===== src/vmt_pkg.sv =====
// Shared types and constants for the 4x4 vector-by-matrix transform.
// No dependencies; every other file imports this package.
`default_nettype none

package vmt_pkg;

  localparam int unsigned FracBits = 16;
  localparam int unsigned NumLanes = 4;
  localparam int unsigned NumCoef  = NumLanes * NumLanes;
  localparam int unsigned CoefIdxW = $clog2(NumCoef);
  localparam int unsigned DataW    = 32;
  localparam int unsigned ProdW    = 2 * DataW;
  localparam int unsigned PairW    = ProdW + 1;
  localparam int unsigned SumW     = ProdW + 2;

  typedef enum logic [0:0] {
    OP_WRITE     = 1'b0,
    OP_TRANSFORM = 1'b1
  } opcode_e;

  typedef logic [DataW-1:0]                data_t;
  typedef logic [NumLanes-1:0][DataW-1:0]  vec_t;
  typedef logic [NumCoef-1:0][DataW-1:0]   matrix_t;

  // Identity coefficient in Q format.
  localparam data_t CoefOne = DataW'(64'd1 << FracBits);

  // Clock enables for the two lane pipeline stages.
  typedef struct packed {
    logic en_mul;
    logic en_add;
  } lane_ctrl_t;

endpackage

`default_nettype wire


===== src/vmt_coef_store.sv =====
// Coefficient register file, 16 entries, identity after reset.
// Depends on vmt_pkg.
`default_nettype none

module vmt_coef_store import vmt_pkg::*; (
  input  wire logic                clk_i,
  input  wire logic                rst_ni,
  input  wire logic                we_i,
  input  wire logic [CoefIdxW-1:0] idx_i,
  input  wire data_t               value_i,
  output matrix_t                  coef_o
);

  matrix_t coef_q;

  always_ff @(posedge clk_i or negedge rst_ni) begin
    if (!rst_ni) begin
      // Load one on the diagonal, zero elsewhere.
      for (int k = 0; k < NumLanes; k++) begin
        for (int j = 0; j < NumLanes; j++) begin
          coef_q[NumLanes * k + j] <= (j == k) ? CoefOne : '0;
        end
      end
    end else if (we_i) begin
      coef_q[idx_i] <= value_i;
    end
  end

  assign coef_o = coef_q;

endmodule

`default_nettype wire


===== config.mk =====
export PLATFORM = sky130hd
export DESIGN_NAME = vmt_coef_store
export DESIGN_NICKNAME = d
export VERILOG_FILES = /design/src/vmt_pkg.sv /design/src/vmt_coef_store.sv
export SDC_FILE = /design/constraint.sdc
export NUM_CORES = 1
export LEC_CHECK = 0
export BUFFER_PORTS_ARGS = -buffer_cell sky130_fd_sc_hd__buf_2
export CAP_MARGIN = 10
export CORE_MARGIN = 5
export CORE_UTILIZATION = 39
export CTS_BUF_LIST = sky130_fd_sc_hd__clkbuf_8
export CTS_CLUSTER_DIAMETER = 120
export DETAILED_ROUTE_END_ITERATION = 12
export GPL_ROUTABILITY_DRIVEN = 0
export GPL_TIMING_DRIVEN = 1
export HOLD_SLACK_MARGIN = 0.03
export PLACE_DENSITY = 0.69
export SETUP_SLACK_MARGIN = 0.2
export SLEW_MARGIN = 20
export SYNTH_ARGS = -nofsm -noshare
export SYNTH_HDL_FRONTEND = slang
export SYNTH_SLANG_ARGS = --single-unit

===== constraint.sdc =====
create_clock -name clk_i -period 1 [get_ports clk_i]
set_clock_uncertainty 0.2 [all_clocks]
set_input_delay 0.2 -clock clk_i [delete_from_list [all_inputs] [get_ports clk_i]]
set_output_delay 0.2 -clock clk_i [all_outputs]
set_load 0.05 [all_outputs]

==> summary.md, run 1 <==
| Metric | Value |
|---|---|
| Leading post-synthesis cells by cell area | `dfrtp_1 (67%), mux2_2 (30%), buf_2 (1.2%)` |
| Crit path cell chain | `buf_8` |
| Overall routed net length | `approximately 75,000 um` |
| Total of fill cells in the finished design | `2,862` |
| Ports | `between 500 and 600` |
| HPWL after DPL | `41,600 um` |
| Average wire per standard cell | `27.5 um` |
| Post-synthesis instance area | `0.0191 mm2` |
| Slew margin rel. | `61.8%` |
| Worst Hold Class | `in2reg` |
| Worst vdd ir | `2.16 mV` |
| Initial core utilization | `39.2%` |
| DRT iter0 DRCs | `roughly 700` |
| FFs w/ async S/R, synth | `100%` |
| Power per Cell Area | `between 2000 and 3000 mW/mm2` |
| Core ar. | `0.0486 mm2` |
| CP Class | `reg2out` |
| Vias in the first global route | `14.8k` |
| Layout cells sized above 1 | `75.7%` |
| Synthesized Nets | `1,172` |
| Failing checks | `hold timing, setup timing` |
| Residual DRC count | `0` |
| Pwr Total | `92.8 mW` |
| Sequential share of the synthesized area | `67.2%` |
| Synthesis-stage register bit count | `512` |
| Comb power frac | `a little under half` |
| Psw | `37.9 mW` |
| Final setup vio count | `roughly 1.3k` |
| Cell count after synthesis | `~1.1k` |
| Placed Cells | `2,295` |
| Worst Path Required | `0.60 ns` |
| Die X-Extent | `231 um` |
| Pre-antenna DRT Iters | `5` |
| Final Slew Violations | `0` |
| Reg power frac | `32.5%` |
| Worst Setup End Kind | `output port` |
| Port Buf Inserts | `550` |
| CP peak stage delay | `approximately 0.56 ns` |
| Num CTS Buffers | `85` |
| Worst Setup Start Kind | `register` |
| Clk slew on worst S/H paths | `approximately 0.080 ns` |
| Critical Path Fanout Max | `2` |
| Number of synthesized flops with an enable pin | `0` |
| Fmax | `563 MHz` |
| Nets | `2,071` |
| Drt via density | `5.15` |
| Total number of vias | `14.0k` |
| Min Tclk post-route | `1.78 ns` |
| P_leak | `15.9 nW` |
| Top FF cell, synth | `dfrtp_1` |
| FP Rows | `just over 80` |
| Grt ovf | `0` |
| Int Pwr | `approximately 55 mW` |
| GRT Resource Usage Total | `25.0%` |
| Die ar. | `0.0535 mm2` |
| Outcome | `finished, violations left` |
| Clock latency on the worst-skew pair | `0.67 ns` |
| Syn Area/Cell | `16.8 um2` |
| Unrepaired setup endpoints after global routing | `true` |
| CTS Hold Buffers Added | `1` |
| Worst Tran Pin Value | `about 0.57 ns` |
| Area of the multi-input gates | `roughly 0.007 mm2` |
| R2R Setup Slk | `-0.28 ns` |
| Finished Layout Cells | `between 2k and 3k` |
| Post-DP Area | `0.0249 mm2` |
| Pin count of the biggest net entering global routing | `64` |
| CTS tree | `built` |
| Sw frac | `40.8%` |
| Synth top cells by count | `dfrtp_1 (508), mux2_2 (502), buf_2 (44), clkbuf_1 (37)` |
| Total area of sequential cells | `0.0129 mm2` |
| Final instance area | `0.0330 mm2` |
| Slowest stage cell, crit path | `dfstp_2` |
| WP data arrival | `1.38 ns` |
| Final core utilization | `67.8%` |
| Yosys warnings | `0` |
| Synth cell types | `15` |
| Final hold vios | `494` |
| Global-route wire length before repair | `99,700 um` |
| Crit-path leading delay family | `flip-flops` |
| Count leader, synth | `dfrtp_1` |
| Sink Count | `512` |
| Clk network pwr share | `21.1%` |
| Largest register FFs | `512` |
| Period utilization | `178%` |
| ANT nets after route | `0` |
| CTS root buf | `clkbuf_8` |
| Dpl ws | `-0.869 ns` |
| Largest area contributor in the netlist | `dfrtp_1` |
| Max cap viols | `0` |
| Die Y | `231 um` |
| Post-synth top area share | `66.6%` |
| Setup ws final | `-0.778 ns` |
| WHS | `-0.127 ns` |
| P&R area growth vs syn | `72.9%` |
| Max Root-Sink Buffers | `3` |
| Antenna violations before repair | `1` |
| CP bufs+invs | `1` |
| Htree depth | `3` |
[kinds of logic after synthesis]
group	Yosys count	share of synthesized area, %
simple gates	24	0.675
buf+inv	85	1.96
mux	512	30.2
flops	512	67.2
[worst paths after layout]
path | end | cells after the start | start
hold / removal | coef_o[449]$_DFFE_PN0P_ | 2 | value_i[1]
setup / recovery | coef_o[336] | 1 | coef_o[336]$_DFFE_PN1P_
min in group asynchronous | coef_o[175]$_DFFE_PN0P_ | 3 | rst_ni
setup reg to reg | coef_o[170]$_DFFE_PN0P_ | 3 | coef_o[170]$_DFFE_PN0P_
max in group asynchronous | coef_o[379]$_DFFE_PN0P_ | 4 | rst_ni
hold reg to reg | coef_o[19]$_DFFE_PN0P_ | 1 | coef_o[19]$_DFFE_PN0P_
[cell type report]
cell class / instances / area share [%]
Tap cell: 622 / 2.36
Timing Repair Buffer: 897 / 32.1
Clock inverter: 50 / 0.933
Clock buffer: 108 / 4.50
Multi-Input combinational cell: 536 / 21.2
Sequential cell: 512 / 39.0
Antenna cell: 1 / 0.00758
[power groups by stage]
stage               registers [mW]  clock network [mW]  logic [mW]
floorplan                     45.5                   0        5.23
global placement              28.7                   0        32.3
detailed placement            28.9                   0        32.6
CTS                           29.6                19.5        39.7
global route                  30.6                20.9        44.2
finish                        30.1                19.6        43.1
[layer usage]
metal  vias up  track usage (%)  part of all wire [%]
li1       5791                -                     -
met1      7368             29.9                    38
met2       658             42.2                    50
met3       215             7.03                   6.9
met4         0             11.2                   5.0
met5         -                0                     0
[per-stage QoR]
stage,setup TNS [ns],hold slack [ns]
floorplan,-228.44,-0.296
global placement,-377.32,0.00528
detailed placement,-381.54,0.00548
CTS,-379.83,-0.215
global route,-444.06,-0.172
finish,-408.74,-0.127
[timing repair]
item / CTS / global route
buffers inserted: 120 / 131
pin swaps: 2 / 4
hold endpoints to repair: 1024 / 512
endpoints found under the setup margin: 1024 / 1536
resized for setup: 967 / 200
cloned: 11 / 9
[placed cells by master (no fill, tap or decap), types with 11 or more instances in the layout]
cell type / Yosys / layout
buf_16: 0 / 11
inv_1: 0 / 30
buf_6: 0 / 552
buf_4: 0 / 166
dfrtp_2: 0 / 33
buf_2: 44 / 34
dfrtp_1: 508 / 475
mux2_4: 0 / 251
clkbuf_8: 0 / 108
buf_12: 0 / 115
mux2_2: 502 / 261
Power figures use the tool's default switching activity.
==> run 2: changes to the inputs <==
--- a/config.mk
+++ b/config.mk
@@ -7,6 +7,7 @@
 export LEC_CHECK = 0
 export BUFFER_PORTS_ARGS = -buffer_cell sky130_fd_sc_hd__buf_2
 export CAP_MARGIN = 10
+export CORE_ASPECT_RATIO = 0.75
 export CORE_MARGIN = 5
 export CORE_UTILIZATION = 39
 export CTS_BUF_LIST = sky130_fd_sc_hd__clkbuf_8
==> summary.md, run 2 (same netlist as run 1, synthesis figures left out) <==
| Metric | Value |
|---|---|
| Outcome | `finished, violations left (unchanged)` |
| Failing checks | `hold timing, setup timing (unchanged)` |
| WP depth | `1 (unchanged)` |
| Antenna violations before repair | `0 (was 1)` |
| Global-route wire length before repair | `102,000 um (was 99,700 um)` |
| Clk slew on worst S/H paths | `0.07 ns (was 0.08 ns)` |
| Min Tclk post-route | `1.80 ns (was 1.78 ns)` |
| Largest register FFs | `512 (unchanged)` |
| Worst Setup End Kind | `output port (unchanged)` |
| Final setup vio count | `1,466 (was 1,333)` |
| Initial core utilization | `39.3% (was 39.2%)` |
| Die X-Extent | `265 um (was 231 um)` |
| P&R area growth vs syn | `69.4% (was 72.9%)` |
| Nets | `2,052 (was 2,071)` |
| Slew margin rel. | `49.0% (was 61.8%)` |
| Power per Cell Area | `2820 mW/mm2 (was 2810 mW/mm2)` |
| Die Y | `202 um (was 231 um)` |
| Ports | `551 (unchanged)` |
| DRT iter0 DRCs | `859 (was 697)` |
| Total number of vias | `14.0k (about the same)` |
| Average wire per standard cell | `27.3 um (was 27.5 um)` |
| Final Slew Violations | `0 (unchanged)` |
| Grt ovf | `0 (unchanged)` |
| Clock latency on the worst-skew pair | `0.65 ns (was 0.67 ns)` |
| Met2 wire len | `36,100 um (was 37,500 um)` |
| Worst Path Required | `0.60 ns (about the same)` |
| Port Buf Inserts | `550 (unchanged)` |
| Hold depth | `2 (unchanged)` |
| Metal3 WL | `5350 um (was 5160 um)` |
| Total of fill cells in the finished design | `2,999 (was 2,862)` |
| CTS root buf | `clkbuf_8 (unchanged)` |
| Sink Count | `512 (unchanged)` |
| Fmax | `556 MHz (was 563 MHz)` |
| Commonest non-fill, non-tap cells in the layout | `dfrtp_1 (474), buf_6 (439), mux2_2 (319) (was buf_6 (552), dfrtp_1 (475), mux2_2 (261))` |
| Die ar. | `0.0535 mm2 (about the same)` |
| Setup ws final | `-0.797 ns (was -0.778 ns)` |
| Finished Layout Cells | `2,726 (unchanged)` |
| Num CTS Buffers | `82 (was 85)` |
| HPWL after DPL | `43,200 um (was 41,600 um)` |
| Residual DRC count | `0 (unchanged)` |
| Worst Setup Start Kind | `register (unchanged)` |
| P_leak | `15.5 nW (was 15.9 nW)` |
| Layout cells sized above 1 | `75.4% (was 75.7%)` |
| R2R Setup Slk | `-0.30 ns (was -0.28 ns)` |
| Commonest non-fill, non-tap cell in the layout | `dfrtp_1 (was buf_6)` |
| CTS tree | `built (unchanged)` |
| Crit-path leading delay family | `flip-flops (unchanged)` |
| Crit path cell chain | `buf_8 (unchanged)` |
| CP peak stage delay | `0.56 ns (about the same)` |
| Worst Hold Class | `in2reg (unchanged)` |
| Worst Tran Pin Value | `0.763 ns (was 0.571 ns)` |
| Core ar. | `0.0486 mm2 (about the same)` |
| WP data arrival | `1.40 ns (was 1.38 ns)` |
| Period utilization | `180% (was 178%)` |
| Drt via density | `5.14 (was 5.15)` |
| Max Used Layer | `met4 (unchanged)` |
| GRT Resource Usage Total | `25.3% (was 25.0%)` |
| Dpl ws | `-0.881 ns (was -0.869 ns)` |
| Worst Reg-to-Reg Cells | `3 (unchanged)` |
| Slowest stage cell, crit path | `dfstp_2 (unchanged)` |
| CP Class | `reg2out (unchanged)` |
| FP Rows | `70 (was 81)` |
| N_diodes | `0 (was 1)` |
| Met1 wire length | `30,100 um (was 28,600 um)` |
| Max Root-Sink Buffers | `3 (unchanged)` |
| Worst R2R Start | `coef_o[63]$_DFFE_PN0P_ (was coef_o[170]$_DFFE_PN0P_)` |
| Max cap viols | `0 (unchanged)` |
| ANT nets after route | `0 (unchanged)` |
| Unrepaired setup endpoints after global routing | `true (unchanged)` |
| WHS | `-0.0964 ns (was -0.127 ns)` |
| Placed Cells | `2,319 (was 2,295)` |
| Final hold vios | `472 (was 494)` |
| Overall routed net length | `74,400 um (was 74,900 um)` |
| Crit path from | `coef_o[496]$_DFFE_PN1P_ (was coef_o[336]$_DFFE_PN1P_)` |
| Pin count of the biggest net entering global routing | `40 (was 64)` |
| Worst vdd ir | `1.81 mV (was 2.16 mV)` |
| R2r endpoint | `coef_o[63]$_DFFE_PN0P_ (was coef_o[170]$_DFFE_PN0P_)` |
| Htree depth | `3 (unchanged)` |
| Worst Setup EP | `coef_o[496] (was coef_o[336])` |
| Pwr Total | `91.2 mW (was 92.8 mW)` |
| Pre-antenna DRT Iters | `5 (unchanged)` |
| CP bufs+invs | `1 (unchanged)` |
| Critical Path Fanout Max | `2 (unchanged)` |
| Vias in the first global route | `14.8k (about the same)` |
run 2: per-layer routing:
layer	vias up	global-route usage, %
met2	664	41.3
met3	167	7.96
met4	0	8.52
met5	-	0
li1	5747	-
met1	7428	32.4
run 2: final cells by class:
class,count,area (um2),area share [%]
Clock buffer,102,1400,4.34
Clock inverter,47,282,0.871
Multi-Input combinational cell,536,6740,20.8
Sequential cell,512,12900,39.8
Tap cell,648,811,2.51
Timing Repair Buffer,881,10200,31.6
run 2: worst min path at each step:
stage / from / endpoint / slack (ns)
after CTS: value_i[1] / coef_o[449]$_DFFE_PN0P_ / -0.18
final: value_i[0] / coef_o[384]$_DFFE_PN0P_ / -0.1
after floorplan: rst_ni / coef_o[0]$_DFFE_PN0P_ / -0.30
after global placement: rst_ni / coef_o[458]$_DFFE_PN0P_ / -0.18
after detailed placement: rst_ni / coef_o[458]$_DFFE_PN0P_ / -0.18
after global routing: value_i[11] / coef_o[427]$_DFFE_PN0P_ / -0.15
run 2: metrics by stage:
step / TNS [ns] / util [%] / cell area, um2
global route: -536.81 / 66.5 / 32300
floorplan: -228.44 / - / 20000
detailed placement: -387.29 / 52.0 / 25300
finish: -477.18 / 66.5 / 32300
CTS: -470.73 / 64.0 / 31100
global placement: -376.86 / 52.0 / 25300
run 2: power by group:
| group | switching [mW] | internal [mW] | leakage, nW |
|---|---|---|---|
| clock | 8.83 | 9.81 | 0.985 |
| combinational | 24.3 | 18.2 | 8.33 |
| sequential | 4.41 | 25.7 | 6.23 |
run 2: repair_timing:
action | in CTS | in global routing
hold buffers | 1 | 1
setup endpoints to repair | 1024 | 1536
buffers inserted | 120 | 120
gates resized for setup | 910 | 47
cloned | 10 | 7
pin swaps | 2 | 3
hold endpoints to repair | 1024 | 1024
==> run 3: changes to the inputs <==
--- a/config.mk
+++ b/config.mk
@@ -7,16 +7,18 @@
 export LEC_CHECK = 0
 export BUFFER_PORTS_ARGS = -buffer_cell sky130_fd_sc_hd__buf_2
 export CAP_MARGIN = 10
+export CELL_PAD_IN_SITES_DETAIL_PLACEMENT = 0
+export CELL_PAD_IN_SITES_GLOBAL_PLACEMENT = 2
 export CORE_ASPECT_RATIO = 0.75
 export CORE_MARGIN = 5
-export CORE_UTILIZATION = 39
+export CORE_UTILIZATION = 37
 export CTS_BUF_LIST = sky130_fd_sc_hd__clkbuf_8
 export CTS_CLUSTER_DIAMETER = 120
 export DETAILED_ROUTE_END_ITERATION = 12
 export GPL_ROUTABILITY_DRIVEN = 0
 export GPL_TIMING_DRIVEN = 1
 export HOLD_SLACK_MARGIN = 0.03
-export PLACE_DENSITY = 0.69
+export PLACE_DENSITY = 0.88
 export SETUP_SLACK_MARGIN = 0.2
 export SLEW_MARGIN = 20
 export SYNTH_ARGS = -nofsm -noshare
==> summary.md, run 3 (same netlist as run 1, synthesis figures left out) <==
| Metric | Value |
|---|---|
| Antenna violations before repair | `4 (was 0)` |
| Worst vdd ir | `2.00 mV (was 1.81 mV)` |
| WP data arrival | `1.38 ns (was 1.40 ns)` |
| Largest register FFs | `512 (unchanged)` |
| Crit-path leading delay family | `flip-flops (unchanged)` |
| Worst Hold Class | `in2async (was in2reg)` |
| Vias in the first global route | `14.7k (was 14.8k)` |
| Commonest non-fill, non-tap cell in the layout | `buf_6 (was dfrtp_1)` |
| Area of the multi-input gates | `0.00699 mm2 (was 0.00674 mm2)` |
| Fmax | `561 MHz (was 556 MHz)` |
| Clk slew on worst S/H paths | `0.07 ns (about the same)` |
| Period utilization | `178% (was 180%)` |
| Residual DRC count | `0 (unchanged)` |
| Port Buf Inserts | `550 (unchanged)` |
| Post-DP Area | `0.0252 mm2 (was 0.0253 mm2)` |
| Worst Tran Pin Value | `0.523 ns (was 0.763 ns)` |
| Failing checks | `hold timing, setup timing (unchanged)` |
| ANT nets after route | `0 (unchanged)` |
| CTS tree | `built (unchanged)` |
| Layout cells sized above 1 | `75.3% (was 75.4%)` |
| Initial core utilization | `37.2% (was 39.3%)` |
| Max Root-Sink Buffers | `3 (unchanged)` |
| Crit path cell chain | `buf_8 (unchanged)` |
| Worst Setup EP | `coef_o[336] (was coef_o[496])` |
| P_leak | `16.1 nW (was 15.5 nW)` |
| Die ar. | `0.0563 mm2 (was 0.0535 mm2)` |
| Overall routed net length | `76,000 um (was 74,400 um)` |
| Total number of vias | `14.0k (about the same)` |
| Worst Setup Start Kind | `register (unchanged)` |
| Final Slew Violations | `0 (unchanged)` |
| CTS root buf | `clkbuf_8 (unchanged)` |
| Grt ovf | `0 (unchanged)` |
| Core ar. | `0.0513 mm2 (was 0.0486 mm2)` |
| Sink Count | `512 (unchanged)` |
| Critical Path Fanout Max | `2 (unchanged)` |
| Slowest stage cell, crit path | `dfstp_2 (unchanged)` |
| Pwr Total | `91.5 mW (was 91.2 mW)` |
| FP Rows | `72 (was 70)` |
| CP bufs+invs | `1 (unchanged)` |
| CTS Hold Buffers Added | `8 (was 1)` |
| Worst Setup End Kind | `output port (unchanged)` |
| Crit path from | `coef_o[336]$_DFFE_PN1P_ (was coef_o[496]$_DFFE_PN1P_)` |
| Slew margin rel. | `65.2% (was 49.0%)` |
| Worst Path Required | `0.60 ns (about the same)` |
| R2r endpoint | `coef_o[487]$_DFFE_PN0P_ (was coef_o[63]$_DFFE_PN0P_)` |
| Num CTS Buffers | `80 (was 82)` |
| R2R Setup Slk | `-0.26 ns (was -0.30 ns)` |
| Total of fill cells in the finished design | `3,249 (was 2,999)` |
| Clock latency on the worst-skew pair | `0.65 ns (about the same)` |
| Final instance area | `0.0336 mm2 (was 0.0323 mm2)` |
| Die Y | `207 um (was 202 um)` |
| Worst Reg-to-Reg Cells | `3 (unchanged)` |
| Dpl ws | `-0.870 ns (was -0.881 ns)` |
| Average wire per standard cell | `27.3 um (about the same)` |
| Nets | `2,086 (was 2,052)` |
| Commonest non-fill, non-tap cells in the layout | `buf_6 (476), dfrtp_1 (472), mux2_2 (257) (was dfrtp_1 (474), buf_6 (439), mux2_2 (319))` |
| Worst R2R Start | `coef_o[487]$_DFFE_PN0P_ (was coef_o[63]$_DFFE_PN0P_)` |
| Pre-antenna DRT Iters | `5 (unchanged)` |
| WP depth | `1 (unchanged)` |
| Die X-Extent | `272 um (was 265 um)` |
| Drt via density | `5.05 (was 5.14)` |
| Min Tclk post-route | `1.78 ns (was 1.80 ns)` |
| Max cap viols | `0 (unchanged)` |
| P&R area growth vs syn | `75.8% (was 69.4%)` |
| Pin count of the biggest net entering global routing | `73 (was 40)` |
| HPWL after DPL | `43,300 um (was 43,200 um)` |
| GRT Resource Usage Total | `24.8% (was 25.3%)` |
| Unrepaired setup endpoints after global routing | `true (unchanged)` |
| WHS | `-0.704 ns (was -0.0964 ns)` |
| Setup ws final | `-0.781 ns (was -0.797 ns)` |
| CP peak stage delay | `0.58 ns (was 0.56 ns)` |
| Ports | `551 (unchanged)` |
| Final setup vio count | `1,021 (was 1,466)` |
| Outcome | `finished, violations left (unchanged)` |
| Htree depth | `3 (unchanged)` |
| DRT iter0 DRCs | `815 (was 859)` |
| Global-route wire length before repair | `103,000 um (was 102,000 um)` |
| Power per Cell Area | `2730 mW/mm2 (was 2820 mW/mm2)` |
| Final core utilization | `65.5% (was 66.5%)` |
| CP Class | `reg2out (unchanged)` |
| Total area of sequential cells | `0.0129 mm2 (about the same)` |
| Final hold vios | `931 (was 472)` |
## run 3: changes by cell type in the layout (fill, tap and decap cells not counted), moves of 6 or more
cell           delta
buf_6            +37
mux2_2           -62
mux2_4           +61
dlygate4sd3_1     +7
buf_12           +10
clkinv_2          -6
buf_16           +16
buf_4            -39
## run 3: worst register-to-register path: cells and delay by family (launching register included)
kind,cells,cell delay (ns)
buffers and inverters,2,0.28
flip-flops,1,0.40
multiplexers,1,0.27
## run 3: area by class of cell
type | instances | share of cell area (%)
flip-flops and latches | 512 | 38.3
clock inverters | 49 | 0.988
well taps | 666 | 2.48
diodes | 3 | 0.0224
multi-input cells | 536 | 20.8
clock buffers | 99 | 4.06
repair buffers | 917 | 33.3
## run 3: what timing repair did
item	4_1_cts	5_1_grt
resized for setup	1003	109
cloned	27	7
endpoints found under the hold margin	1024	970
setup buffers	128	125
pin swaps	3	4
setup endpoints to repair	1024	1073
## run 3: stage by stage
step                setup TNS (ns)  cells  hold slack, ns
floorplan                  -228.44   1133          -0.296
global placement           -383.00   2337         -0.0209
detailed placement         -389.07   2337         -0.0214
CTS                        -421.66   2648          -0.769
global route               -466.45   2782          -0.733
finish                     -436.84   2782          -0.704
## run 3: how the worst min path moves through the flow
stage	from	end	slack [ns]	cells after the start
after CTS	rst_ni	coef_o[140]$_DFFE_PN0P_	-0.77	2
after floorplan	rst_ni	coef_o[0]$_DFFE_PN0P_	-0.30	0
after detailed placement	rst_ni	coef_o[140]$_DFFE_PN0P_	-0.02	2
final	rst_ni	coef_o[3]$_DFFE_PN0P_	-0.70	2
after global placement	rst_ni	coef_o[140]$_DFFE_PN0P_	-0.02	2
after global routing	rst_ni	coef_o[140]$_DFFE_PN0P_	-0.73	2
## run 3: per-layer routing
layer  up-vias  global-route usage (%)  part of all wire (%)  routed length, um
li1       5818                       -                     -                  -
met1      7454                    31.6                    40              30500
met2       624                    40.8                    49              37500
met3       147                    7.81                   7.6               5800
met4         2                    7.86                   2.9               2240
met5         -                       0                 0.011                  8
## run 3: where the power goes
group	internal, mW	switching (mW)	total [mW]
logic	18.5	24.1	42.6
clock network	10.0	8.68	18.7
registers	25.7	4.43	30.1
